==> src/sv/dhc_pkg.sv <==
// Shared types and constants of the depth-to-hue colorizer.
package dhc_pkg;

	localparam int DEPTH_W         = 16;
	localparam int CHAN_W          = 8;
	localparam int FRAC_W          = 16;
	localparam int DIV_STEPS       = 20;
	localparam int STEPS_PER_STAGE = 4;
	localparam int DIV_STAGES      = DIV_STEPS / STEPS_PER_STAGE;
	localparam int QUO_W           = DIV_STEPS;
	localparam int HUE_W           = QUO_W - 1;
	localparam int SECT_W          = HUE_W - FRAC_W;
	localparam int CFG_IDX_W       = 1;

	localparam logic [DEPTH_W-1:0] LOW_RESET  = 16'd500;
	localparam logic [DEPTH_W-1:0] HIGH_RESET = 16'd5800;
	localparam logic [CHAN_W-1:0]  CHAN_FULL  = 8'd255;
	localparam logic [CHAN_W-1:0]  CHAN_EMPTY = 8'd0;
	localparam logic [HUE_W-1:0]   HUE_MAX    = 19'h40000;

	localparam logic [SECT_W-1:0] SECT_RED_GREEN  = 3'd0;
	localparam logic [SECT_W-1:0] SECT_GREEN_RED  = 3'd1;
	localparam logic [SECT_W-1:0] SECT_GREEN_BLUE = 3'd2;
	localparam logic [SECT_W-1:0] SECT_BLUE_GREEN = 3'd3;

	typedef enum logic [CFG_IDX_W-1:0] {
		REG_LOW_LIMIT  = 1'b0,
		REG_HIGH_LIMIT = 1'b1
	} cfg_reg_t;

	typedef struct packed {
		logic               last;
		logic               zero;
		logic               unordered;
		logic               nbit;
		logic [DEPTH_W-1:0] rem;
		logic [DEPTH_W-1:0] dvsr;
		logic [QUO_W-1:0]   quo;
	} div_word_t;

	typedef struct packed {
		logic [CHAN_W-1:0] red;
		logic [CHAN_W-1:0] green;
		logic [CHAN_W-1:0] blue;
		logic              last;
	} pixel_t;

endpackage

==> src/sv/dhc_div_stage.sv <==
// One divider stage: a few restoring compare-and-subtract steps.
module dhc_div_stage
	import dhc_pkg::*;
(
	input  logic      clk,
	input  logic      arst_n,
	input  logic      in_valid,
	output logic      in_ready,
	input  div_word_t in_word,
	output logic      out_valid,
	input  logic      out_ready,
	output div_word_t out_word
);

	logic      valid_s1;
	div_word_t word_s1;
	div_word_t word_d;

	assign in_ready  = !valid_s1 || out_ready;
	assign out_valid = valid_s1;
	assign out_word  = word_s1;

	always_comb begin
		logic [DEPTH_W:0] trial;
		logic             qbit;
		word_d = in_word;
		for (int i = 0; i < STEPS_PER_STAGE; i++) begin
			trial       = {word_d.rem, word_d.nbit};
			qbit        = (trial >= {1'b0, word_d.dvsr});
			if (qbit) begin
				trial = trial - {1'b0, word_d.dvsr};
			end
			word_d.rem  = trial[DEPTH_W-1:0];
			word_d.nbit = 1'b0;
			word_d.quo  = {word_d.quo[QUO_W-2:0], qbit};
		end
	end

	always_ff @(posedge clk or negedge arst_n) begin
		if (!arst_n) begin
			valid_s1 <= 1'b0;
		end else if (in_ready) begin
			valid_s1 <= in_valid;
		end
	end

	always_ff @(posedge clk) begin
		if (in_ready && in_valid) begin
			word_s1 <= word_d;
		end
	end

endmodule

==> config.mk <==
export PLATFORM = sky130hd
export DESIGN_NAME = dhc_div_stage
export DESIGN_NICKNAME = d
export VERILOG_FILES = /design/src/sv/dhc_pkg.sv /design/src/sv/dhc_div_stage.sv
export SDC_FILE = /design/constraint.sdc
export NUM_CORES = 1
export LEC_CHECK = 0
export BUFFER_PORTS_ARGS = -buffer_cell sky130_fd_sc_hd__buf_2
export CORE_MARGIN = 5
export CORE_UTILIZATION = 40
export CTS_CLUSTER_SIZE = 24
export DETAILED_ROUTE_END_ITERATION = 10
export MAX_ROUTING_LAYER = met4
export PLACE_DENSITY_LB_ADDON = 0.05
export SETUP_SLACK_MARGIN = 0.1
export SYNTH_ARGS = -nofsm -noshare
export SYNTH_HDL_FRONTEND = slang
export SYNTH_SLANG_ARGS = --single-unit
==> constraint.sdc <==
create_clock -name clk -period 2.15 [get_ports clk]
set_clock_uncertainty 0.2 [all_clocks]
set_input_delay 0.43 -clock clk [delete_from_list [all_inputs] [get_ports clk]]
set_output_delay 0.43 -clock clk [all_outputs]
set_load 0.005 [all_outputs]
==> Word level (Yosys, flattened, before mapping) <==
Cells that the tools add are included.
{ "totals": {"elab_cells": 23, "output_inout_bits": 58, "memories": 0, "input_bits": 60, "ramBits": 0, "rom_bits": 0, "latchBits": 0, "ff_bits": 56} }
{ "classes": {"n_bitwise": 0, "eq_ne": 0, "mux": 4, "n_div": 0, "magnitude_cmp": 4, "shift": 0, "mul": 0, "n_addsub": 4, "n_reduce_logical": 3} }
{ "op_table": {"columns": ["op", "count"], "rows": [
  ["$ge A17 B16 Y1", 4],
  ["$mux W16", 4],
  ["$sub A16 B16 Y16", 4],
  ["$logic_and A1 B1 Y1", 1],
  ["$logic_not A1 Y1", 1],
  ["$logic_or A1 B1 Y1", 1]
]} }

==> Logic depth before layout (Yosys ltp) <==
{ "depth": {"depth_word": 8, "ltp_mapped": 47, "mapped_depth_nobuf": 40} }

==> Worst setup path after synthesis <==
OpenSTA, ideal clock, no wires.
{ "synth_timing": {"kind": "input -> register", "start": "in in_word[32] (netlist name)", "end": "reg word_s1, in the netlist out_word[45] (data pin)", "t_required_ns": 1.688, "path_stages": 44, "arrival_time_ns": 9.003, "path_slack_ns": -7.315, "n_path_buf": 8, "setup_ns": 0.262, "path_cell_list": "inv_1 -> ha_1 -> nand2_1 -> nor4_1 -> o211ai_1 -> and3_4 -> inv_2 -> buf_2 -> buf_2 -> a21oi_1 -> ha_1 -> clkbuf_1 -> a2111o_1 -> o21ai_1 -> a21o_1 -> o21ai_1 -> and2_1 -> nor2_2 -> [... 8 more ...] -> a21o_1 -> or2_1 -> buf_6 -> buf_2 -> mux2_2 -> ha_1 -> o21ai_0 -> nand2b_1 -> a21oi_1 -> a311oi_1 -> o21ai_0 -> a31oi_1 -> a2111oi_0 -> o21ai_0 -> o31a_1 -> buf_6 -> buf_6 -> mux2_1"} }
{ "synth_rtl": {"columns": ["item", "line", "rtl"], "rows": [
  ["start: declaration", "dhc_div_stage.sv:9", "input div_word_t in_word,"],
  ["end signal: assignment", "dhc_div_stage.sv:49", "word_s1 <= word_d;"],
  ["end: declaration", "dhc_div_stage.sv:16", "div_word_t word_s1;"]
]} }

==> reports/metrics.yaml <==
run_status:
  status: "finished with violations"
  violations: "setup timing"
logic_synthesis:
  syn_nets: 696
  synth_area_um2: 5470
  synthCells: 572
  synth.top_cell.area_share_pct: 30.2
  avgSynthCellArea_um2: 9.57
  synth_seq_cells: 56
  synth_area_leaders: "edfxtp_1, ha_1, mux2_2"
  yosysUniqueCellTypes: 66
  synth_warnings: 0
  yosysSeqAreaShare_pct: 30.6
  synth_edf_count: 55
  ys_async_sr_fraction_pct: 1.79
  synth-main-ff-cell: "edfxtp_1"
  yosysTopAreaCell: "edfxtp_1"
clock_tree:
  cts_max_level: 2
  cts_made_buffers: 5
  cts_tree: "done"
  cts_buffer_depth: 2
  cts.reportedPaths.clkPinSlew_ns: 0.08
  cts.sinks: 56
  clock_latency_ns: 0.30
  cts-root-buf: "clkbuf_16"
floorplan:
  rows: 42
  ioPinCount: 118
  die_w_um: 127
  initial_utilization_pct: 41.0
  dieArea_um2: 16100
  coreArea_um2: 13300
  fp.dieH_um: 127
min_path:
  hp-class: "in -> reg"
  hold_path_depth: 1
critical_path:
  cpMostUsedCell: "buf_4"
  criticalPathCategory: "in -> reg"
  required_ns: 2.01
  crit_path_start_kind: "input port"
  rr_worst_depth: 3
  cp_max_fo: 8
  end_kind: "flop"
  cp.arrival_ns: 8.48
  cpMaxStageDelayCell: "a2111oi_4"
  max_stage_delay_ns: 0.38
grt:
  grt_pass1_wl_mm: 29.2
  grt_usage_pct: 23.0
  overflow: 0
  antenna_found_initial: 0
  grt_pass1_vias: 5977
  grt_max_degree: 56
finish:
  drive_above_1_share_pct: 56.2
  register_area_um2: 1680
  final_common_cell: "buf_4"
  fillers: 1031
  synthToLayoutAreaGrowth_pct: 70.3
  multi_input_area_um2: 4250
  nets: 1087
  post-route-util_pct: 69.8
  diodes: 0
  layout_common_cells: "buf_4, buf_2, edfxtp_1, a21oi_1"
sta:
  min_period_over_period_pct: 401
  fin_hold_ws_ns: 0.0936
  fin_ws_ns: -6.47
  slew_viol_final: 0
  setup-tns-final_ns: -115.21
  fin_crit_ns: 8.62
  finalHoldViolCount: 0
  max_freq_ghz: 0.116
  rsz0062_at_grt: "yes"
  setup_violations: 20
route:
  wire_per_inst_um: 16.3
  drt_iter0_markers: 249
  vias_per_cell: 5.07
  ant_nets: 0
  drt-pass1-iter-count: 5
  finalWirelength_mm: 18.6
  drc: 0
  vias: 5778
pwr:
  ir_worst_vdd_mv: 0.917
  total_power_mw: 15.8
  leakage_nw: 4.35
  p_per_area_nw_per_um2: 1700
placement:
  pre_cts_slack_ns: -7.09
  hpwl_mm: 14.8
  portBuffers: 112
  place.gp.congestion: 0.901
run:
  cap_violations: 0
area by class of cell:
cell class / instances / area share [%]
clock inverters: 3 / 0.295
clock buffers: 5 / 1.34
repair buffers: 393 / 30.3
flip-flops and latches: 56 / 18.0
repair inverters: 1 / 0.0671
well taps: 176 / 2.36
inverters: 45 / 2.05
multi-input cells: 461 / 45.6
cells by family after synthesis:
group	Yosys count	share of synthesized area, %
multiplexers	48	10.2
buffers and inverters	55	4.34
XOR/XNOR	50	8.00
adder cells (fa/ha/maj)	64	14.9
AO/OA/AOI/OAI	163	19.2
other	1	0.0685
AND/OR/NAND/NOR	135	12.7
flip-flops	56	30.6
state kept, by name, indices dropped and copies added (netlist names):
register and count:
out_valid 1, out_word 55
through the flow:
step | instance area, µm² | cells
6_report | 9320 | 1140
5_1_grt | 9320 | 1140
4_1_cts | 9030 | 1131
3_5_place_dp | 8270 | 1083
3_3_place_gp | 8270 | 1083
2_1_floorplan | 5810 | 572
report_power, final:
| group | switching, mW | total (mW) | internal (mW) |
|---|---|---|---|
| Sequential | 0.0459 | 1.79 | 1.74 |
| Combinational | 5.54 | 13.2 | 7.65 |
| Clock | 0.413 | 0.856 | 0.443 |
| Total | 6.00 | 15.8 | 9.84 |
metal layers:
layer  global-route usage, %  part of all wire, %
met2                    41.3                   52
met4                    5.99                  1.9
met1                    27.9                   44
met5                       -                    0
met3                    2.00                  2.8
critical path: cells and delay by family:
family	cells	cell delay (ns)
buffers and inverters	22	2.69
AO/OA/AOI/OAI	15	2.64
AND/OR/NAND/NOR	7	0.98
multiplexers	3	0.92
adder cells (fa/ha/maj)	3	0.78
path summary, 6_finish.rpt:
| kind | from | end | slack [ns] |
|---|---|---|---|
| setup / recovery | in_word[29] | out_word[43] | -6.47 |
| setup reg to reg | out_valid | out_word[31] | 0.66 |
| hold reg to reg | out_valid | out_valid | 0.32 |
| max in group asynchronous | arst_n | out_valid | 1.43 |
| min in group asynchronous | arst_n | out_valid | 0.24 |
| hold / removal | in_word[55] | out_word[55] | 0.09 |
cells in the mapped netlist (2+ instances only):
cell	count
buf_6	3
nand3_1	8
a2111oi_0	3
fa_1	2
a41oi_1	2
nor4_1	7
or2_2	4
xnor2_1	34
buf_2	4
nor2b_1	8
and2_1	7
o21a_1	5
or3_1	2
edfxtp_1	55
xor2_1	16
nor3_1	10
inv_2	2
ha_1	62
mux2_4	8
a21o_1	25
inv_1	43
o21bai_1	7
and3_1	7
nand2_1	28
o21ai_0	26
nand2b_1	6
nand4_1	8
clkbuf_1	2
o31a_1	2
mux2_2	30
nor3b_1	2
a211oi_1	6
o41ai_1	2
a31oi_1	2
a21boi_0	2
o22ai_1	2
mux2i_1	9
a21oi_1	56
o211ai_1	5
o21ai_1	5
nor2_1	30
timing repair:
item / CTS / global route
resized for setup: 59 / 40
hold buffers: 1 / 0
setup buffers: 39 / 11
pin swaps: 28 / 26
endpoints found under the hold margin: 1 / 0
endpoints found under the setup margin: 20 / 20
cloned: 2 / 0
Power figures use the tool's default switching activity.
