`config.mk`:
```
export PLATFORM = sky130hd
export DESIGN_NAME = dhc_color
export DESIGN_NICKNAME = d
export VERILOG_FILES = /design/src/sv/dhc_pkg.sv /design/src/sv/dhc_color.sv
export SDC_FILE = /design/constraint.sdc
export NUM_CORES = 1
export LEC_CHECK = 0
export BUFFER_PORTS_ARGS = -buffer_cell sky130_fd_sc_hd__buf_2
export CAP_MARGIN = 20
export CORE_MARGIN = 8
export CORE_UTILIZATION = 42
export DETAILED_ROUTE_END_ITERATION = 7
export GPL_TIMING_DRIVEN = 0
export PLACE_DENSITY_LB_ADDON = 0.25
export SLEW_MARGIN = 20
export SYNTH_ARGS = -nofsm -noshare
export SYNTH_HDL_FRONTEND = slang
export SYNTH_SLANG_ARGS = --single-unit
```
`constraint.sdc`:
```
create_clock -name clk -period 2.1 [get_ports clk]
set_clock_uncertainty 0.05 [all_clocks]
set_input_delay 0.315 -clock clk [delete_from_list [all_inputs] [get_ports clk]]
set_output_delay 0.315 -clock clk [all_outputs]
set_load 0.02 [all_outputs]
```
`src/sv/dhc_pkg.sv`:
```
// Shared types and constants of the depth-to-hue colorizer.
package dhc_pkg;

	localparam int DEPTH_W         = 16;
	localparam int CHAN_W          = 8;
	localparam int FRAC_W          = 16;
	localparam int DIV_STEPS       = 20;
	localparam int STEPS_PER_STAGE = 4;
	localparam int DIV_STAGES      = DIV_STEPS / STEPS_PER_STAGE;
	localparam int QUO_W           = DIV_STEPS;
	localparam int HUE_W           = QUO_W - 1;
	localparam int SECT_W          = HUE_W - FRAC_W;
	localparam int CFG_IDX_W       = 1;

	localparam logic [DEPTH_W-1:0] LOW_RESET  = 16'd500;
	localparam logic [DEPTH_W-1:0] HIGH_RESET = 16'd5800;
	localparam logic [CHAN_W-1:0]  CHAN_FULL  = 8'd255;
	localparam logic [CHAN_W-1:0]  CHAN_EMPTY = 8'd0;
	localparam logic [HUE_W-1:0]   HUE_MAX    = 19'h40000;

	localparam logic [SECT_W-1:0] SECT_RED_GREEN  = 3'd0;
	localparam logic [SECT_W-1:0] SECT_GREEN_RED  = 3'd1;
	localparam logic [SECT_W-1:0] SECT_GREEN_BLUE = 3'd2;
	localparam logic [SECT_W-1:0] SECT_BLUE_GREEN = 3'd3;

	typedef enum logic [CFG_IDX_W-1:0] {
		REG_LOW_LIMIT  = 1'b0,
		REG_HIGH_LIMIT = 1'b1
	} cfg_reg_t;

	typedef struct packed {
		logic               last;
		logic               zero;
		logic               unordered;
		logic               nbit;
		logic [DEPTH_W-1:0] rem;
		logic [DEPTH_W-1:0] dvsr;
		logic [QUO_W-1:0]   quo;
	} div_word_t;

	typedef struct packed {
		logic [CHAN_W-1:0] red;
		logic [CHAN_W-1:0] green;
		logic [CHAN_W-1:0] blue;
		logic              last;
	} pixel_t;

endpackage

```
`src/sv/dhc_color.sv`:
```
// Output stage: map the hue to a four-sector RGB pixel.
module dhc_color
	import dhc_pkg::*;
(
	input  logic      clk,
	input  logic      arst_n,
	input  logic      in_valid,
	output logic      in_ready,
	input  div_word_t in_word,
	output logic      out_valid,
	input  logic      out_ready,
	output pixel_t    out_pix
);

	logic                valid_s1;
	pixel_t              pix_s1;
	pixel_t              pix_d;
	logic [HUE_W-1:0]    hue;
	logic [SECT_W-1:0]   sector;
	logic [FRAC_W-1:0]   frac;
	logic [FRAC_W:0]     frac_inv;
	logic [FRAC_W+7:0]   rise_prod;
	logic [FRAC_W+8:0]   fall_prod;
	logic [CHAN_W-1:0]   rise;
	logic [CHAN_W-1:0]   fall;

	assign in_ready  = !valid_s1 || out_ready;
	assign out_valid = valid_s1;
	assign out_pix   = pix_s1;

	assign hue       = in_word.quo[QUO_W-1:1];
	assign sector    = hue[HUE_W-1:FRAC_W];
	assign frac      = hue[FRAC_W-1:0];
	assign frac_inv  = {1'b1, {FRAC_W{1'b0}}} - {1'b0, frac};
	assign rise_prod = {frac, 8'd0} - {8'd0, frac};
	assign fall_prod = {frac_inv, 8'd0} - {8'd0, frac_inv};
	assign rise      = rise_prod[FRAC_W+7:FRAC_W];
	assign fall      = fall_prod[FRAC_W+7:FRAC_W];

	always_comb begin
		pix_d.last = in_word.last;
		unique case (sector)
			SECT_RED_GREEN: begin
				pix_d.red = CHAN_FULL; pix_d.green = rise; pix_d.blue = CHAN_EMPTY;
			end
			SECT_GREEN_RED: begin
				pix_d.red = fall; pix_d.green = CHAN_FULL; pix_d.blue = CHAN_EMPTY;
			end
			SECT_GREEN_BLUE: begin
				pix_d.red = CHAN_EMPTY; pix_d.green = CHAN_FULL; pix_d.blue = rise;
			end
			SECT_BLUE_GREEN: begin
				pix_d.red = CHAN_EMPTY; pix_d.green = fall; pix_d.blue = CHAN_FULL;
			end
			default: begin
				pix_d.red = rise; pix_d.green = CHAN_EMPTY; pix_d.blue = CHAN_FULL;
			end
		endcase
		if (in_word.zero) begin
			pix_d.red   = CHAN_EMPTY;
			pix_d.green = CHAN_EMPTY;
			pix_d.blue  = CHAN_EMPTY;
		end else if (in_word.unordered) begin
			pix_d.red   = CHAN_EMPTY;
			pix_d.green = CHAN_EMPTY;
			pix_d.blue  = CHAN_FULL;
		end
	end

	always_ff @(posedge clk or negedge arst_n) begin
		if (!arst_n) begin
			valid_s1 <= 1'b0;
		end else if (in_ready) begin
			valid_s1 <= in_valid;
		end
	end

	always_ff @(posedge clk) begin
		if (in_ready && in_valid) begin
			pix_s1 <= pix_d;
		end
	end

endmodule

```
---- After elaboration in Yosys (flattened, before gate mapping) ----
Index checks and enable logic that the tools add are counted.
cells by class
  add/subtract/negate cells ............... 3
  eq/ne operators ......................... 3
  muxes and demuxes ....................... 2
  reduce and logical (&&, ||, !) cells .... 5
operators with widths
  operator                                             number
  case mux 24 bit (4 select lines)                     1
  subtractor 24 x 16 -> 24 bit                         1
  subtractor 24 x 17 -> 24 bit                         1
  subtractor 17 x 16 -> 17 bit, first input constant   1
  2-to-1 mux 8 bit                                     1
  equality test 3 x 2 -> 1 bit, second input constant  2
  equality test 3 x 1 -> 1 bit, second input constant  1
  zero test 3 bit                                      1
  OR reduction 2 bit                                   1
  logical AND 1 bit                                    1
  zero test 1 bit                                      1
  logical OR 1 bit                                     1
storage, ports and cells
  register bits ........................... 26
  bits of input ports ..................... 60
  logic and storage cells ................. 18

---- Longest topological paths before layout ----
Gate-level depths: netlist of run 1.
  depth in word-level cells ............... 4
  mapped depth ............................ 16

---- Worst setup path after synthesis of run 1 ----
Ideal clock, no wire load.
  path type ............................... input to register
  start point ............................. input in_word[1] (netlist name)
  end point ............................... register pix_s1 (netlist bit out_pix[24]), data pin
  setup time .............................. 0.265 ns
  arrival time ............................ 3.370 ns
  data required time ...................... 1.785 ns
  setup slack ............................. -1.585 ns
  stages on the path ...................... 16
  path buffers ............................ 1
  path through ............................ inv_1 > ha_1 > nor2b_1 > clkbuf_1 > and3_1 > xnor2_1 > inv_1 > ha_1 > o2111ai_1 > mux2_2 > a2111oi_2 > o2111ai_1 > a221oi_2 > nor3_2 > mux2i_1 > or3_1
on the way
  cells in the longest elaborated chain, start to end .. 3
  elaborated cells on any way between the ends .. 4
  classes of those cells .................. add/sub: 3; mux: 1
ends and longest elaborated chain
  item                                RTL line         source
  start, declared                     dhc_color.sv:9   input div_word_t in_word,
  subtractor 17 x 16 -> 17 bit        dhc_color.sv:34  assign frac_inv = {1'b1, {FRAC_W{1'b0}}} - {1'b0, frac};
  subtractor 24 x 17 -> 24 bit        dhc_color.sv:36  assign fall_prod = {frac_inv, 8'd0} - {8'd0, frac_inv};
  case mux 24 bit (4 select lines) *  dhc_color.sv:42  unique case (sector)
  end signal, assigned                dhc_color.sv:80  pix_s1 <= pix_d;
  end, declared                       dhc_color.sv:16  pixel_t pix_s1;
Every way passes the cells marked *; elsewhere a longest branch is shown, timed or not.
A chain may end at the register's enable or synchronous reset.

---- Worst setup path after layout of run 1 ----
  start point ............................. input in_word[4] (netlist name)
  end point ............................... register pix_s1 (netlist bit out_pix[24]), data pin
Same word-level chain as after synthesis.

==> run summary, run 1 <==
Status = finished with violations
Failing checks = negative setup slack
Synth cell types = 60
Vias in the first global route = 2846
Initial core utilization = 0.439
Routed via count = 2969
Slew HR = 0.538
Most area-hungry cell type in the Yosys netlist = edfxtp_1
Post-Layout Cell Count = 490
# DRC = 0
Final setup viols = 24
Clock-pin slew on the worst setup and hold paths = 0.09 ns
# diodes = 0
P&R area growth vs syn = 46.1%
Async SR Flop Fraction = 0.0385
Max Slew Vio Count = 0
Startpoint Class = primary input
Crit. End Element = register
Worst Tran Pin Value = 0.691 ns
Number of synthesized flops with an enable pin = 25
Global Route Usage Sum = 0.175
Post-DP HPWL = 6.29 mm
Pin count of the biggest net entering global routing = 26
Worst slack at placement = -2.18 ns
H-tree Lvls = 1
Final hold vios = 0
WL/cell = 18.3 um
CTS buffer count = 3
Mapped Area = 2800 um2
Final layout net count = 486
Fin crit period = 3.45 ns
Critical path class = in -> reg
Top-Level Pins = 87
Critical path peak fanout = 4
Die extent in y = 97.7 um
CTS tree = done
WL final = 8.95 mm
Die width = 97.7 um
Share of cells above drive strength 1 = 0.472
TNS Setup = -22.19 ns
Syn Inst Count = 329
Gr ovfl total = 0
Post-synth net total = 401
Drt initial violations = 148
Max-capacitance violation count = 0
CTS root buffer = clkbuf_8
DR pass1 iterations = 7
Die area = 9540 um2
Synth top area share = 0.268
Tot Pwr = 1.79 mW
Final period utilization = 1.64
CTS Buffer Depth = 2
Final core occ = 0.641
Pwr dens = 437 nW/um2
CP required = 2.06 ns
Antenna violations before repair = 0
Yosys warning count = 0
Routability cong. = 0.924
Clk_lat worst skew = 0.28 ns
Number of cell rows = 29
Sequential fraction of the synthesis area = 0.277
Top achievable clock speed = 290 MHz
Syn avg cell area = 8.52 um2
Buffers on Ports = 45
TritonCTS Sinks = 26
RSZ-0062 raised after global routing = true
Yosys reg bits = 26
Largest cells by area after synthesis = edfxtp_1, xnor2_1, ha_1
Routed Antenna Nets = 0
Fin worst setup slack = -1.35 ns
First-pass GRT wire length = 14.2 mm
Static Leak = 1.56 nW
# fillers = 519
Routed vias/inst = 6.06
WP data arrival = 3.41 ns
Core ar. = 6390 um2
Main synth FF type = edfxtp_1
Hold Crit Class = in -> reg
Worst VDD drop = 0.432 mV
Dpl cells = 451
registers in the layout (all words and copies together) (netlist names):
name       flops
out_pix       25
out_valid      1
path summary, 6_finish.rpt:
check,from,endpoint,slack (ns),cells after the start
worst max-delay path,in_word[4],out_pix[24],-1.35,16
worst min-delay path,in_word[55],out_pix[0],0.15,1
worst max register to register,out_valid,out_pix[17],0.69,2
worst min register to register,out_valid,out_valid,0.48,2
max in group asynchronous,arst_n,out_valid,1.64,2
min in group asynchronous,arst_n,out_valid,0.27,2
cell families after synthesis:
kind of cell,count (synthesis),share of synthesized area
AND/OR/NAND/NOR,134,0.284
buffers and inverters,38,0.0581
flip-flops,26,0.277
multiplexers,6,0.0219
adder cells (fa/ha/maj),14,0.0616
XOR/XNOR,30,0.0965
AO/OA/AOI/OAI,81,0.201
placed cells by master, fill, tap and decap left out, types with 10 or more instances in the layout:
master	count
a21oi_1	13
buf_2	41
buf_4	29
buf_6	13
edfxtp_1	25
nand2_1	20
nand2b_1	13
nor2_1	26
xnor2_1	18
xnor2_2	10
critical path, stage by stage:
cell       delay, ns
buf_8           0.10
buf_12          0.12
nor4_4          0.28
and3_4          0.24
xnor2_2         0.12
inv_2           0.06
ha_4            0.28
o2111ai_2       0.08
mux2_4          0.31
a2111oi_4       0.32
o2111ai_2       0.20
a221oi_4        0.29
buf_6           0.16
nor3_4          0.05
mux2i_1         0.12
or3_1           0.34
where the power goes:
group          internal [mW]  total (mW)  switching (mW)
clock network          0.255       0.414           0.159
registers              0.605       0.611         0.00584
logic                  0.331       0.765           0.435
per-layer routing:
metal | part of all wire | wire (um) | global-route usage | up-vias
met4 | 0.024 | 211 | 0.0606 | 0
li1 | - | - | - | 1402
met2 | 0.52 | 4630 | 0.317 | 136
met3 | 0.059 | 526 | 0.0263 | 21
met1 | 0.40 | 3580 | 0.203 | 1410
met5 | 0 | 0 | 0 | -
cell usage after synthesis (2+ instances only):
cell       count
o31ai_1        3
buf_6          2
nand4_1        9
a31oi_1        6
o2111ai_1      3
nand2_1       25
o211ai_1       6
a21o_1         5
o21a_1         2
inv_1         18
a211oi_1       4
nor4_2         3
nor2_1        27
nor4_1         4
edfxtp_1      25
o21ai_0       13
maj3_2         2
buf_2          4
a311oi_1       5
nor3_2         2
or3_1          7
nor3b_1        3
nor4_4         3
ha_1          12
and3_1         4
nand2b_1      14
clkbuf_1      13
nor3_1         8
nand3_1        5
and4_1         2
and2_1         4
nor2b_1        2
or2_2          5
xnor2_1       28
mux2i_1        5
a21oi_1       22
layout make-up:
class | instances | area [um2] | area share
repair buffers | 81 | 574 | 0.140
flip-flops and latches | 26 | 776 | 0.190
clock buffers | 3 | 41.3 | 0.0101
multi-input cells | 265 | 2330 | 0.569
plain buffers | 18 | 159 | 0.0388
clock inverters | 1 | 30.0 | 0.00734
inverters | 19 | 86.3 | 0.0211
well taps | 77 | 96.3 | 0.0235
what timing repair did:
item | in CTS | in global routing
endpoints found under the setup margin | 24 | 24
resized for setup | 49 | 65
endpoints found under the hold margin | 1 | 0
hold buffers | 1 | 0
pin swaps | 25 | 39
setup buffers | 17 | 18
metrics by stage:
stage | area (um2) | hold WS (ns)
6_report | 4090 | 0.154
5_1_grt | 4090 | 0.156
4_1_cts | 3710 | 0.157
3_5_place_dp | 3280 | 0.0415
3_3_place_gp | 3280 | 0.0396
2_1_floorplan | 2960 | -0.0306
Power figures use the tool's default switching activity.
==> run 2: changes to the inputs <==
--- a/config.mk
+++ b/config.mk
@@ -7,8 +7,10 @@
 export LEC_CHECK = 0
 export BUFFER_PORTS_ARGS = -buffer_cell sky130_fd_sc_hd__buf_2
 export CAP_MARGIN = 20
+export CELL_PAD_IN_SITES_DETAIL_PLACEMENT = 2
+export CELL_PAD_IN_SITES_GLOBAL_PLACEMENT = 2
 export CORE_MARGIN = 8
-export CORE_UTILIZATION = 42
+export CORE_UTILIZATION = 30
 export DETAILED_ROUTE_END_ITERATION = 7
 export GPL_TIMING_DRIVEN = 0
 export PLACE_DENSITY_LB_ADDON = 0.25
==> run summary, run 2 (synthesis results as in run 1) <==
CTS tree = done (unchanged)
Pwr dens = 432 nW/um2 (was 437 nW/um2)
Buffers on Ports = 45 (unchanged)
R2R depth = 3 (was 2)
WP data arrival = 3.62 ns (was 3.41 ns)
RSZ-0062 raised after global routing = true (unchanged)
Critical path peak fanout = 3 (was 4)
Max-capacitance violation count = 0 (unchanged)
Reg2reg end = out_pix[17] (unchanged)
Failing checks = negative setup slack (unchanged)
Share of cells above drive strength 1 = 0.502 (was 0.472)
Crit. End Element = register (unchanged)
Static Leak = 1.66 nW (was 1.56 nW)
Core ar. = 9150 um2 (was 6390 um2)
Gr ovfl total = 0 (unchanged)
Clk_lat worst skew = 0.28 ns (about the same)
Fin worst setup slack = -1.50 ns (was -1.35 ns)
CP bufs+invs = 4 (unchanged)
Clock-pin slew on the worst setup and hold paths = 0.10 ns (was 0.09 ns)
Final layout net count = 495 (was 486)
Critical path class = in -> reg (unchanged)
Global Route Usage Sum = 0.175 (about the same)
Hold WS = 0.155 ns (was 0.154 ns)
Slew HR = 0.518 (was 0.538)
Status = finished with violations (unchanged)
Pin count of the biggest net entering global routing = 26 (unchanged)
WL/cell = 22.9 um (was 18.3 um)
TritonCTS Sinks = 26 (unchanged)
Startpoint Class = primary input (unchanged)
Final core occ = 0.487 (was 0.641)
Fin crit period = 3.60 ns (was 3.45 ns)
WL final = 12.2 mm (was 8.95 mm)
Final hold vios = 0 (unchanged)
Final setup viols = 24 (unchanged)
Commonest non-fill, non-tap cell in the layout = buf_2 (unchanged)
Critical path, cell by cell = buf_8, buf_8, nor4_4, and3_4, xnor2_4, inv_2, ha_4, o2111ai_2, mux2_4, a2111oi_4, o2111ai_2, a221oi_4, buf_4, nor4_4, xnor2_1, a311oi_1 (was buf_8, buf_12, nor4_4, and3_4, xnor2_2, inv_2, ha_4, o2111ai_2, mux2_4, a2111oi_4, o2111ai_2, a221oi_4, buf_6, nor3_4, mux2i_1, or3_1)
Slowest cell on the critical path = a311oi_1 (was or3_1)
Drt initial violations = 83 (was 148)
Routed via count = 3016 (was 2969)
CTS root buffer = clkbuf_8 (unchanged)
GRT busiest layer = met2 (unchanged)
Hold_sp = in_word[55] (unchanged)
Antenna violations before repair = 0 (unchanged)
Worst VDD drop = 0.224 mV (was 0.432 mV)
Hold endpoint = out_pix[0] (unchanged)
# diodes = 0 (unchanged)
Crit-path leading delay family = compound AO/OA/AOI/OAI gates (was simple AND/OR/NAND/NOR gates)
Top achievable clock speed = 278 MHz (was 290 MHz)
Routed vias/inst = 5.66 (was 6.06)
CTS buffer count = 3 (unchanged)
GR Layer Usage met1 = 0.193 (was 0.203)
P&R area growth vs syn = 59.2% (was 46.1%)
Max Slew Vio Count = 0 (unchanged)
Die extent in y = 113 um (was 97.7 um)
Worst Tran Pin Value = 0.720 ns (was 0.691 ns)
DR pass1 iterations = 4 (was 7)
Routed Antenna Nets = 0 (unchanged)
Met2 Use GR = 0.331 (was 0.317)
H-tree Lvls = 1 (unchanged)
CP required = 2.12 ns (was 2.06 ns)
Worst r2r src = out_valid (unchanged)
Die area = 12700 um2 (was 9540 um2)
Top-Level Pins = 87 (unchanged)
Post-DP HPWL = 8.02 mm (was 6.29 mm)
First-pass GRT wire length = 17.9 mm (was 14.2 mm)
Vias in the first global route = 3295 (was 2846)
Hold path depth = 1 (unchanged)
Routability cong. = 0.822 (was 0.924)
Crit-path max cell delay = 0.36 ns (was 0.34 ns)
Global Route met3 Usage = 0.0183 (was 0.0263)
Number of cell rows = 35 (was 29)
CTS Buffer Depth = 2 (unchanged)
Hold Crit Class = in -> reg (unchanged)
Die width = 113 um (was 97.7 um)
Final period utilization = 1.71 (was 1.64)
Initial core utilization = 0.306 (was 0.439)
Most frequent cells in the layout = buf_2, buf_4, edfxtp_1 (was buf_2, buf_4, nor2_1)
Max reg flops = 25 (unchanged)
Flop-to-flop setup slack = 0.59 ns (was 0.69 ns)
# DRC = 0 (unchanged)
## run 2: cell count changes in the layout (fill, tap and decap cells not counted), moves of 4 or more
cell   previous run  this run
buf_4            29        35
buf_8             2         7
ha_1              5         1
ha_4              6        10
## run 2: worst max path at each step
stage	startpoint	end	slack, ns	cells after the start
5_1_grt	in_word[6]	out_pix[12]	-1.65	16
3_5_place_dp	in_word[1]	out_pix[24]	-2.32	17
4_1_cts	in_word[5]	out_pix[20]	-1.46	15
6_report	in_word[6]	out_pix[12]	-1.50	16
3_3_place_gp	in_word[1]	out_pix[24]	-2.32	17
2_1_floorplan	in_word[4]	out_pix[24]	-1.52	14
## run 2: worst reg2reg max path, delay by kind of cell, from the launching register on
family	cells	cell delay, ns
buffers and inverters	1	0.23
flip-flops	1	0.39
AND/OR/NAND/NOR	2	0.54
## run 2: power by group
part	switching, mW	internal [mW]	total [mW]
clock network	0.160	0.255	0.415
logic	0.503	0.396	0.899
registers	0.00689	0.605	0.612
total	0.669	1.26	1.93
## run 2: final cells by class
type | count | area [um2]
plain buffers | 17 | 171
clock buffers | 3 | 41.3
clock inverters | 1 | 30.0
fillers | 910 | 4690
inverters | 19 | 97.6
multi-input cells | 265 | 2510
flip-flops and latches | 26 | 776
well taps | 111 | 139
repair buffers | 91 | 691
## run 2: per-stage QoR
step | area, um2 | power [mW] | TNS, ns | setup WS, ns | cells
6_report | 4460 | 1.93 | -24.05 | -1.50 | 533
5_1_grt | 4460 | 2.01 | -27.29 | -1.65 | 533
4_1_cts | 4080 | 1.80 | -22.53 | -1.46 | 522
3_5_place_dp | 3330 | 1.21 | -39.12 | -2.32 | 485
3_3_place_gp | 3330 | 1.19 | -38.49 | -2.32 | 485
2_1_floorplan | 2960 | 1.03 | -22.17 | -1.52 | 329
## run 2: repair_timing
action                                  4_1_cts  5_1_grt
gates resized for setup                      96       59
endpoints found under the setup margin       24       24
pin swaps                                    39       45
buffers inserted                             32       13
hold buffers                                  1        0
hold endpoints to repair                      1        0
## run 2: layer usage
metal / routed length [um] / share of wire
met1: 4740 / 0.39
met2: 6760 / 0.55
met3: 378 / 0.031
met4: 326 / 0.027
met5: 0 / 0
