## config.mk

```make
export PLATFORM = sky130hd
export DESIGN_NAME = dhc_front
export DESIGN_NICKNAME = d
export VERILOG_FILES = /design/src/sv/dhc_pkg.sv /design/src/sv/dhc_front.sv
export SDC_FILE = /design/constraint.sdc
export NUM_CORES = 1
export LEC_CHECK = 0
export BUFFER_PORTS_ARGS = -buffer_cell sky130_fd_sc_hd__clkbuf_2
export CORE_ASPECT_RATIO = 1.5
export CORE_MARGIN = 2
export CORE_UTILIZATION = 25
export CTS_CLUSTER_DIAMETER = 120
export DETAILED_ROUTE_END_ITERATION = 16
export PLACE_DENSITY = 0.54
export SLEW_MARGIN = 5
export SYNTH_ARGS = -nofsm -noshare
export SYNTH_HDL_FRONTEND = slang
export SYNTH_SLANG_ARGS = --single-unit
```

## constraint.sdc

```tcl
create_clock -name clk -period 1.9 [get_ports clk]
set_input_delay 0.285 -clock clk [delete_from_list [all_inputs] [get_ports clk]]
set_output_delay 0.285 -clock clk [all_outputs]
set_load 0.005 [all_outputs]
```

## src/sv/dhc_pkg.sv

```systemverilog
// Shared types and constants of the depth-to-hue colorizer.
package dhc_pkg;

	localparam int DEPTH_W         = 16;
	localparam int CHAN_W          = 8;
	localparam int FRAC_W          = 16;
	localparam int DIV_STEPS       = 20;
	localparam int STEPS_PER_STAGE = 4;
	localparam int DIV_STAGES      = DIV_STEPS / STEPS_PER_STAGE;
	localparam int QUO_W           = DIV_STEPS;
	localparam int HUE_W           = QUO_W - 1;
	localparam int SECT_W          = HUE_W - FRAC_W;
	localparam int CFG_IDX_W       = 1;

	localparam logic [DEPTH_W-1:0] LOW_RESET  = 16'd500;
	localparam logic [DEPTH_W-1:0] HIGH_RESET = 16'd5800;
	localparam logic [CHAN_W-1:0]  CHAN_FULL  = 8'd255;
	localparam logic [CHAN_W-1:0]  CHAN_EMPTY = 8'd0;
	localparam logic [HUE_W-1:0]   HUE_MAX    = 19'h40000;

	localparam logic [SECT_W-1:0] SECT_RED_GREEN  = 3'd0;
	localparam logic [SECT_W-1:0] SECT_GREEN_RED  = 3'd1;
	localparam logic [SECT_W-1:0] SECT_GREEN_BLUE = 3'd2;
	localparam logic [SECT_W-1:0] SECT_BLUE_GREEN = 3'd3;

	typedef enum logic [CFG_IDX_W-1:0] {
		REG_LOW_LIMIT  = 1'b0,
		REG_HIGH_LIMIT = 1'b1
	} cfg_reg_t;

	typedef struct packed {
		logic               last;
		logic               zero;
		logic               unordered;
		logic               nbit;
		logic [DEPTH_W-1:0] rem;
		logic [DEPTH_W-1:0] dvsr;
		logic [QUO_W-1:0]   quo;
	} div_word_t;

	typedef struct packed {
		logic [CHAN_W-1:0] red;
		logic [CHAN_W-1:0] green;
		logic [CHAN_W-1:0] blue;
		logic              last;
	} pixel_t;

endpackage

```

## src/sv/dhc_front.sv

```systemverilog
// Input stage: clamp the sample and set up the divider operands.
module dhc_front
	import dhc_pkg::*;
(
	input  logic               clk,
	input  logic               arst_n,
	input  logic               in_valid,
	output logic               in_ready,
	input  logic [DEPTH_W-1:0] depth,
	input  logic               last,
	input  logic [DEPTH_W-1:0] low_limit,
	input  logic [DEPTH_W-1:0] high_limit,
	output logic               out_valid,
	input  logic               out_ready,
	output div_word_t          out_word
);

	logic               valid_s1;
	div_word_t          word_s1;
	div_word_t          word_d;
	logic [DEPTH_W-1:0] clamp;
	logic [DEPTH_W-1:0] numer;

	assign in_ready  = !valid_s1 || out_ready;
	assign out_valid = valid_s1;
	assign out_word  = word_s1;

	always_comb begin
		clamp = (depth > high_limit) ? high_limit : depth;
		clamp = (clamp < low_limit) ? low_limit : clamp;
		numer = high_limit - clamp;
		word_d.last      = last;
		word_d.zero      = (depth == '0);
		word_d.unordered = (low_limit >= high_limit);
		word_d.nbit      = numer[0];
		word_d.rem       = {1'b0, numer[DEPTH_W-1:1]};
		word_d.dvsr      = high_limit - low_limit;
		word_d.quo       = '0;
	end

	always_ff @(posedge clk or negedge arst_n) begin
		if (!arst_n) begin
			valid_s1 <= 1'b0;
		end else if (in_ready) begin
			valid_s1 <= in_valid;
		end
	end

	always_ff @(posedge clk) begin
		if (in_ready && in_valid) begin
			word_s1 <= word_d;
		end
	end

endmodule

```

==> Yosys cells after proc, flatten, opt, wreduce, memory -nomap -nowiden <==
Index checks and enable logic that the tools add are counted.
{ "classes": {"n_addsub": 2, "n_lt_le_gt_ge": 3, "mux": 2, "reduce_logical": 4} }
{ "ops": {"columns": ["operator", "n"], "rows": [
  ["16-bit two-way mux", 2],
  ["16-bit subtractor", 2],
  ["16-bit >= comparator", 1],
  ["16-bit > comparator", 1],
  ["16-bit logical NOT", 1],
  ["16-bit < comparator", 1],
  ["1-bit logical AND", 1],
  ["1-bit logical NOT", 1],
  ["1-bit logical OR", 1]
]} }
{ "word_totals": {"reg_bits": 36, "in_bits": 53, "out_inout_bits": 58, "word_cells": 18} }

==> Depth between registers and ports, before layout <==
Gate-level depths: netlist of run 1.
{ "depth": {"ltp_word": 5, "mapped_depth": 33, "ltp_nobuf": 30} }

==> Worst setup path after synthesis of run 1 <==
No wires, ideal clock.
{ "synth_timing": {"path_kind": "input to register", "startpoint": "input high_limit[1]", "endpoint": "register word_s1 (netlist bit out_word[49]), data pin", "setup_time_ps": 258, "arrival_ps": 5979, "t_required_ps": 1642, "slack_ps": -4336, "path_stages": 32, "cell_sequence": "inv_1 ha_1 nor2b_1 o211ai_1 a2111o_1 and3_1 nand2b_1 clkbuf_1 nand2_1 o21ai_0 ha_1 a21o_1 a21o_1 a221o_1 a221o_1 nor3_1 a211oi_2 buf_6 buf_4 a21oi_1 ha_1 inv_1 fa_1 a21o_1 a21oi_1 o21bai_1 a211o_1 nand2_1 o2111ai_1 a31o_2 a21oi_1 xnor2_1"} }
{ "synth_between": {"elab_chain_cells": 5} }
{ "synth_lines": {"columns": ["element", "line", "rtl"], "rows": [
  ["start: declaration", "dhc_front.sv:12", "input logic [DEPTH_W-1:0] high_limit,"],
  ["16-bit > comparator", "dhc_front.sv:29", "clamp = (depth > high_limit) ? high_limit : depth;"],
  ["16-bit two-way mux", "dhc_front.sv:29", null],
  ["16-bit < comparator", "dhc_front.sv:30", "clamp = (clamp < low_limit) ? low_limit : clamp;"],
  ["16-bit two-way mux", "dhc_front.sv:30", null],
  ["16-bit subtractor *", "dhc_front.sv:31", "numer = high_limit - clamp;"],
  ["named net numer[14]", "dhc_front.sv:22", "logic [DEPTH_W-1:0] numer;"],
  ["end signal: assignment", "dhc_front.sv:51", "word_s1 <= word_d;"],
  ["end: declaration", "dhc_front.sv:19", "div_word_t word_s1;"]
]} }
Mark *: on every way through the listed nets, which the timed path passes. The rest lies on a longest branch.
A chain may end at the register's enable or synchronous reset.

==> Worst setup path in the final report of run 1 <==
Same ends and word-level chain as after synthesis.

==> impl_metrics.csv, run 1 <==
group,metric,value,unit
pwr,pwr_density_cell,686,mW/mm2
critical_path,cp_data_arrival_time,5.80,ns
synthesis,yosys.area_share.xor_xnor,5.37,%
critical_path,slowest_delay,0.42,ns
timing,finalHoldViolCount,0,
drt,drtIter0Drc,148,
critical_path,startpoint_type,"input pin",
synthesis,synth_cell_type_count,50,
critical_path,reg2reg_to,"out_word[28]",
clock_network,cts_tree,"done",
clock_network,cts_made_buffers,5,
die,rows,54,
synthesis,seq_area_frac_synth,28.7,%
timing,slew_violations,0,
timing,setup_slack,-3.85,ns
hold_path,holdPathEnd,"out_word[55]",
synthesis,ys_warn_count,0,
drt,totalWireLength,13.7,mm
synthesis,synth_top_family_by_area,"adder cells",
die,die_h,154,um
die,die_area,0.0160,mm2
cells_and_area,drive_above_1_share,56.0,%
status,status,"finished with violations",
synthesis,synthCells,408,
critical_path,crit_top_cell,"a21o_1",
global_routing,first_global_vias,4408,
global_routing,antenna_found_initial,0,
die,chipWidth,104,um
critical_path,crit_fanout,5,
global_routing,grt_pass1_wl,21.5,mm
critical_path,rr_startpoint,"out_valid",
pwr,power.total,4.64,mW
synthesis,synth-compound-area-share,17.0,%
critical_path,crit_slowest_cell,"a221o_1",
clock_network,insertion_delay,0.30,ns
job,cap_violations,0,
die,ioPinCount,111,
status,violations,"negative setup slack",
timing,finalSetupViolCount,27,
hold_path,hold_depth,1,
drt,drt_pass1_iterations,4,
synthesis,synthMuxAreaShare,4.30,%
drt,routedWlPerCell,15.2,um
drt,ant_nets,0,
pwr,p_leak,3.25,nW
drt,drc,0,
timing,period_share,303,%
critical_path,r2r_cells,3,
pwr,ir_worst_vdd,0.328,mV
clock_network,cts_htree_levels,2,
global_routing,grt.total_usage,17.0,%
place,post-dp-hpwl,10.6,mm
timing,fin_skew,0.00877,ns
synthesis,synth-simple-area-share,13.4,%
cells_and_area,final_net_count,820,
hold_path,worstHoldPathType,"in -> reg",
global_routing,grt_max_degree,26,
clock_network,cts.clk_slew.worst_paths,0.06,ns
global_routing,grt.overflow.total,0,
synthesis,synth_flop_cell,"edfxtp_1",
hold_path,hold_start,"last",
place,port_buffers,89,
place,pre_cts_ws,-4.61,ns
critical_path,reg2reg_slack,0.54,ns
die,core,0.0146,mm2
synthesis,syn_area,0.00375,mm2
clock_network,numClockSinks,36,
drt,vias,4138,
timing,period_needed,5.75,ns
clock_network,clk_path_buf_depth,2,
synthesis,synth-edff-count,35,
timing,holdWs,0.176,ns
synthesis,async_reset_ff_share,2.78,%
critical_path,cp-end-kind,"flop",
synthesis,synth.avg_cell_area,9.20,um2
synthesis,ys_ff_latch,36,
timing,rsz0062_at_grt,"true",
cells_and_area,diodes,0,
critical_path,crit_type,"in -> reg",
timing,fmax,174,MHz
critical_path,critical_path_required,1.95,ns
synthesis,synthAdderAreaFrac,21.7,%
drt,via_per_inst,4.60,
clock_network,cts_root_buf,"clkbuf_16",
die,start_util,25.7,%
place,place.gp.congestion,0.910,
cells_and_area,area_delta_synth_final,80.4,%
-- sequential cells by signal, summed over array words and instances (netlist names) --
name,flops
out_word,35
out_valid,1
-- repair_timing --
item / in CTS / in global routing
resized for setup: 94 / 37
buffers inserted: 44 / 13
endpoints found under the setup margin: 27 / 27
hold buffers: 1 / 0
pin swaps: 52 / 35
gates cloned: 2 / 0
endpoints found under the hold margin: 1 / 0
-- per-layer routing --
layer  track usage, %  vias up  wire length [um]
li1                 -     2044                 -
met1             17.1     1930              4960
met2             33.5      126              7610
met3             1.82       38               478
met4             9.33        0               620
met5                0        -                 0
-- layout by cell type, fill, tap and decap left out, drive strengths merged, types with 7 or more instances in the layout --
cell type and instances:
clkbuf 95, xnor2 17, nor2 22, a21o 10
nand2 24, nor3 8, buf 202, mux2i 15
o21ai 33, ha 62, a21oi 21, edfxtp 35
nor2b 7, nand2b 9, inv 44, conb 21
nand4 9
-- report_power, final --
group | internal, mW | switching [mW] | total [mW]
Sequential | 1.05 | 0.0274 | 1.08
Clock | 0.618 | 0.364 | 0.982
Combinational | 1.41 | 1.17 | 2.58
Total | 3.08 | 1.56 | 4.64
-- logic make-up (layout without fill, tap and decap cells) --
group	Yosys count	after routing
flip-flops	36	36
buffers and inverters	70	344
multiplexers	16	16
adder cells (fa/ha/maj)	64	64
XOR/XNOR	23	23
AO/OA/AOI/OAI	100	100
AND/OR/NAND/NOR	98	100
other	1	21
-- worst max-delay path: cells and delay by family --
kind | cells | cell delay [ns]
AO/OA/AOI/OAI | 16 | 3.13
XOR/XNOR | 1 | 0.08
adder cells (fa/ha/maj) | 4 | 1.09
buffers and inverters | 4 | 0.34
AND/OR/NAND/NOR | 6 | 0.89
-- area by class of cell --
cell class              instances  area, um2
clock buffers                   6        129
fillers                      1414       7830
inverters                      44        195
repair buffers                292       2110
multi-input cells             324       2970
clock inverters                 2       35.0
well taps                     196        245
flip-flops and latches         36       1080
-- cells in the mapped netlist, types with 2 or more instances --
cell        n  area, um2
or2_2       2       12.5
and2_1      2       12.5
xnor2_1    17        149
nor2_1     22       82.6
and4_1      2       17.5
xor2_1      6       52.6
nand4_1     8       50.1
a21boi_0    2       15.0
a211o_1     2       17.5
o211ai_1    2       15.0
o2111ai_1   2       17.5
nor4_1      6       37.5
a211oi_1    2       15.0
nand2b_1    7       43.8
a31oi_1     6       37.5
inv_1      44        165
clkbuf_1    3       11.3
a221o_1     2       20.0
nand3_1     5       25.0
a21oi_1    21        105
mux2i_1    15        150
nor2b_1     7       43.8
o21a_1      5       37.5
o21bai_1    3       22.5
o21ai_0    33        165
ha_1       62        776
nand2_1    24       90.1
fa_1        2       40.0
buf_4      22        165
nor3_1      8       40.0
o31ai_1     2       15.0
a21o_1     10       75.1
edfxtp_1   35       1050
-- metrics by stage --
step / TNS [ns] / util [%] / std cells / cell area, um2
4_1_cts: -55.57 / 45.0 / 894 / 6570
5_1_grt: -60.73 / 46.4 / 900 / 6770
6_report: -56.69 / 46.4 / 900 / 6770
2_1_floorplan: -52.81 / - / 428 / 3990
3_3_place_gp: -67.90 / 38.6 / 841 / 5630
3_5_place_dp: -69.55 / 38.6 / 841 / 5630
-- how the worst max path moves through the flow --
stage | from | to | cells past startpoint
floorplan | high_limit[1] | out_word[49] | 32
global placement | high_limit[1] | out_word[48] | 27
detailed placement | high_limit[1] | out_word[48] | 27
CTS | high_limit[1] | out_word[49] | 31
global route | high_limit[1] | out_word[48] | 31
finish | high_limit[1] | out_word[49] | 31
Note: power is estimated with default switching activity, not from simulation.
==> inputs of run 2 (changes only) <==
- CORE_UTILIZATION: 25 -> 45
- PLACE_DENSITY: 0.54 -> 0.8
==> run 2 against run 1 <==
Against the previous run:
- largest power group unchanged
- final area shrank 2.6%
- setup slack worse by 0.40 ns
- routed wire length is 28% higher
- sequential share of layout area increased by 0.42 points
- critical path depth fell by 2
- final cell count down 12%
- first-iteration DRC count rose to 2.8 times the previous value
- the flow still finishes with violations (negative setup slack)
- register-to-register slack improved by 0.10 ns
- core utilization grew 35 points
- sequential power hardly changed
==> impl_metrics.csv, run 2 (synthesis gave the netlist of run 1 again) <==
group,metric,value,unit
timing,setup_slack,-4.25,ns
timing,period_needed,6.15,ns
drt,totalWireLength,17.5,mm
timing,period_share,324,%
pwr,power.total,4.83,mW
critical_path,reg2reg_slack,0.64,ns
timing,fin_skew,0.0123,ns
place,port_buffers,89,
clock_network,insertion_delay,0.30,ns
drt,wl_met1,6.09,mm
critical_path,cp_data_arrival_time,6.19,ns
die,chipWidth,78.6,um
clock_network,clk_path_buf_depth,2,
critical_path,crit_cells,29,
critical_path,crit_top_cell,"a21oi_2",
critical_path,crit_type,"in -> reg",
place,place.gp.congestion,0.927,
pwr,internal_power,3.06,mW
timing,slew_violations,0,
drt,maxUsedRoutingLayer,"met4",
clock_network,cts_made_buffers,5,
clock_network,cts_tree,"done",
global_routing,grt.total_usage,30.7,%
critical_path,crit_slowest_cell,"a2111o_1",
global_routing,antenna_found_initial,0,
drt,drt_pass1_iterations,8,
timing,finalHoldViolCount,0,
status,status,"finished with violations",
pwr,p_seq_share,22.3,%
hold_path,hold_start,"last",
clock_network,cts_root_buf,"clkbuf_16",
drt,drc,0,
die,start_util,46.6,%
critical_path,crit_family,"compound AO/OA/AOI/OAI gates",
drt,wl_met3,1.44,mm
job,cap_violations,0,
pwr,combPwrFrac,58.8,%
critical_path,critical_path_required,1.94,ns
global_routing,first_global_vias,4639,
drt,routedWlPerCell,22.1,um
global_routing,grt_max_degree,36,
drt,via_per_inst,6.05,
timing,finalSetupViolCount,27,
hold_path,hold_depth,1,
critical_path,slowest_delay,0.43,ns
drt,dr_wl_met2,8.58,mm
global_routing,grt_pass1_wl,21.8,mm
cells_and_area,diodes,0,
timing,rsz0062_at_grt,"true",
die,die_h,116,um
critical_path,path_buf_inv,4,
pwr,p_leak,3.18,nW
pwr,swShare,36.7,%
pwr,switchingPower,1.77,mW
clock_network,numClockSinks,36,
timing,fmax,163,MHz
critical_path,r2r_cells,3,
hold_path,worstHoldPathType,"in -> reg",
drt,vias,4790,
cells_and_area,drive_above_1_share,56.6,%
pwr,ir_worst_vdd,0.621,mV
drt,ant_nets,0,
critical_path,startpoint,"high_limit[8]",
status,violations,"negative setup slack",
cells_and_area,utilization,81.8,%
cells_and_area,area_delta_synth_final,75.7,%
cells_and_area,final_area,0.00659,mm2
die,core,0.00806,mm2
place,post-dp-hpwl,9.53,mm
timing,holdWs,0.170,ns
critical_path,crit_fanout,5,
critical_path,startpoint_type,"input pin",
cells_and_area,layout_commonest_cell,"buf_4",
die,rows,40,
clock_network,cts_htree_levels,2,
die,ioPinCount,111,
cells_and_area,largest_register_ffs,35,
pwr,pwr_density_cell,733,mW/mm2
critical_path,rr_startpoint,"out_valid",
place,pre_cts_ws,-4.44,ns
die,die_area,0.00910,mm2
drt,drtIter0Drc,407,
critical_path,cp-end-kind,"flop",
pwr,power_frac_clock,18.9,%
place,dpl_cell_area,0.00543,mm2
global_routing,grt.overflow.total,0,
cells_and_area,final_cell_mix,"buf_4 (159), clkbuf_2 (82), ha_1 (42), edfxtp_1 (35), inv_1 (32)",
clock_network,cts.clk_slew.worst_paths,0.07,ns
cells_and_area,final_net_count,803,
run 2: final cells by class:
class	count	area, um2
clock buffers	8	156
fillers	398	1470
inverters	44	190
multi-input cells	324	3020
flip-flops and latches	36	1080
well taps	105	131
repair buffers	275	2020
run 2: what timing repair did:
item                                    CTS  global route
hold endpoints to repair                  1             0
endpoints found under the setup margin   27            28
cloned                                    2             0
hold buffers                              1             0
pin swaps                                36            53
resized for setup                        68            94
setup buffers                            24            25
run 2: power by group through the flow:
stage	Combinational, mW	Clock (mW)	Sequential, mW
3_3_place_gp	1.84	0	1.09
5_1_grt	2.96	0.939	1.09
3_5_place_dp	1.91	0	1.09
6_report	2.84	0.911	1.08
4_1_cts	2.17	0.888	1.08
2_1_floorplan	1.07	0	1.11
run 2: worst paths after layout:
kind                                     end
max in group asynchronous          out_valid
worst min register to register     out_valid
worst max-delay path            out_word[49]
worst max register to register  out_word[27]
worst min-delay path            out_word[55]
min in group asynchronous          out_valid
run 2: per-layer routing:
layer | up-vias | GRT usage, %
li1 | 2016 | -
met1 | 2239 | 31.4
met2 | 391 | 56.4
met3 | 144 | 5.84
met4 | 0 | 20.0
met5 | - | 0
run 2: stage by stage:
stage | TNS, ns | cells
after floorplan | -52.81 | 428
after global placement | -64.12 | 738
after detailed placement | -68.04 | 738
after CTS | -54.03 | 769
after global routing | -67.00 | 792
final | -63.27 | 792
==> inputs of run 3 (changes only) <==
- BUFFER_PORTS_ARGS: -buffer_cell sky130_fd_sc_hd__clkbuf_2 -> unset
- DONT_BUFFER_PORTS: unset -> 1
- PLACE_DENSITY: 0.8 -> 0.69
==> run 3 against run 2 <==
Against the previous run:
- the flow still finishes with violations (negative setup slack)
- sequential power is essentially flat
- clock power fell by 3.5%
- setup slack gained 0.33 ns
- largest cell class unchanged
- die area stayed put
- largest power group unchanged
==> impl_metrics.csv, run 3 (synthesis gave the netlist of run 1 again) <==
group,metric,value,unit
pwr,p_leak,2.51,nW
drt,drc,0,
die,die_h,116,um
drt,drt_pass1_iterations,4,
drt,totalWireLength,12.1,mm
clock_network,insertion_delay,0.29,ns
clock_network,cts_root_buf,"clkbuf_16",
cells_and_area,final_area,0.00553,mm2
drt,vias,3658,
critical_path,crit_top_cell,"a21oi_2",
global_routing,grt.overflow.total,0,
clock_network,cts_tree,"done",
clock_network,numClockSinks,36,
critical_path,critical_path_required,1.94,ns
clock_network,clk_path_buf_depth,2,
die,ioPinCount,111,
timing,rsz0062_at_grt,"true",
cells_and_area,area_delta_synth_final,47.2,%
timing,period_share,306,%
cells_and_area,layout_commonest_cell,"buf_4",
drt,via_per_inst,5.66,
status,status,"finished with violations",
critical_path,r2r_cells,3,
clock_network,cts_made_buffers,5,
critical_path,startpoint_type,"input pin",
pwr,ir_worst_vdd,0.478,mV
cells_and_area,drive_above_1_share,41.2,%
hold_path,hold_depth,0,
cells_and_area,largest_register_ffs,35,
job,cap_violations,0,
timing,holdWs,0.0988,ns
global_routing,grt.total_usage,25.4,%
place,port_buffers,0,
timing,fin_skew,0.00962,ns
cells_and_area,diodes,0,
timing,fmax,172,MHz
die,rows,40,
critical_path,slowest_delay,0.44,ns
timing,period_needed,5.82,ns
hold_path,worstHoldPathType,"in -> reg",
place,post-dp-hpwl,8.41,mm
timing,slew_violations,0,
global_routing,first_global_vias,3681,
timing,tns,-54.16,ns
global_routing,grt_pass1_wl,17.8,mm
place,place.gp.congestion,0.923,
global_routing,grt_max_degree,36,
cells_and_area,final_cell_mix,"buf_4 (113), ha_1 (49), inv_1 (35), edfxtp_1 (35)",
die,start_util,46.6,%
clock_network,cts_htree_levels,2,
place,dp.cells,603,
cells_and_area,multi_input_area,0.00291,mm2
drt,drtIter0Drc,229,
clock_network,cts.clk_slew.worst_paths,0.06,ns
timing,setup_slack,-3.92,ns
die,die_area,0.00910,mm2
critical_path,crit_fanout,12,
critical_path,crit_type,"in -> reg",
timing,finalSetupViolCount,23,
drt,routedWlPerCell,18.7,um
critical_path,cp_data_arrival_time,5.86,ns
place,dpl_cell_area,0.00465,mm2
cells_and_area,fillCellCount,573,
die,chipWidth,78.6,um
die,core,0.00806,mm2
pwr,pwr_density_cell,753,mW/mm2
critical_path,crit_slowest_cell,"a2111o_1",
global_routing,antenna_found_initial,0,
critical_path,cp-end-kind,"flop",
cells_and_area,ff_latch_area,0.00108,mm2
drt,ant_nets,0,
status,violations,"negative setup slack",
timing,finalHoldViolCount,0,
cells_and_area,layout.cells.non_filler,646,
cells_and_area,final_net_count,657,
[run 3: cell types whose count changed in the layout (fill, tap and decap cells not counted), moves of 4 or more]
| cell | before | now |
|---|---|---|
| buf_4 | 159 | 113 |
| buf_6 | 26 | 12 |
| clkbuf_2 | 82 | 0 |
| ha_1 | 42 | 49 |
| ha_4 | 16 | 11 |
| nor2_1 | 14 | 18 |
| o21ai_0 | 9 | 16 |
| o21ai_1 | 10 | 6 |
[run 3: worst paths after layout]
| check | to | slack [ns] | from |
|---|---|---|---|
| min | out_word[55] | 0.1 | last |
| min reg2reg | out_valid | 0.58 | out_valid |
| max | out_word[49] | -3.92 | high_limit[3] |
| max in group asynchronous | out_valid | 1.58 | arst_n |
| min in group asynchronous | out_valid | 0.21 | arst_n |
| max reg2reg | out_word[30] | 0.65 | out_valid |
[run 3: through the flow]
step / power, mW / util, % / worst slack [ns]
final: 4.16 / 68.6 / -3.92
after detailed placement: 2.75 / 57.7 / -4.22
after global placement: 2.71 / 57.7 / -4.02
after floorplan: 2.18 / - / -3.84
after global routing: 4.39 / 68.6 / -4.08
after CTS: 3.96 / 66.0 / -3.70
[run 3: final cells by class]
class / instances / share of cell area, %
clock buffer: 8 / 2.83
inverter: 44 / 3.71
multi-input combinational: 324 / 52.7
sequential: 36 / 19.5
tap: 105 / 2.38
timing repair buffer: 129 / 18.9
[run 3: repair_timing]
action | CTS | global route
endpoints found under the setup margin | 26 | 26
setup buffers | 27 | 11
gates cloned | 2 | 0
gates resized for setup | 76 | 38
pin swaps | 42 | 38
hold endpoints to repair | 1 | 0
hold buffers | 1 | 0
[run 3: worst max-delay path, delay by kind of cell]
family	cells	cell delay [ns]
XOR/XNOR	1	0.08
adder cells (fa/ha/maj)	4	1.25
buffers and inverters	4	0.36
AO/OA/AOI/OAI	16	3.16
AND/OR/NAND/NOR	6	0.69
[run 3: power by group]
group | internal [mW] | leakage [nW] | switching [mW] | total (mW)
combinational | 1.15 | 2.09 | 1.02 | 2.17
sequential | 1.06 | 0.344 | 0.0542 | 1.11
clock | 0.559 | 0.0772 | 0.321 | 0.879
[run 3: per-layer routing]
layer	track usage, %	share of wire [%]
met5	0	0
met3	4.60	6.1
met4	13.0	4.3
met1	27.5	37
met2	46.8	53
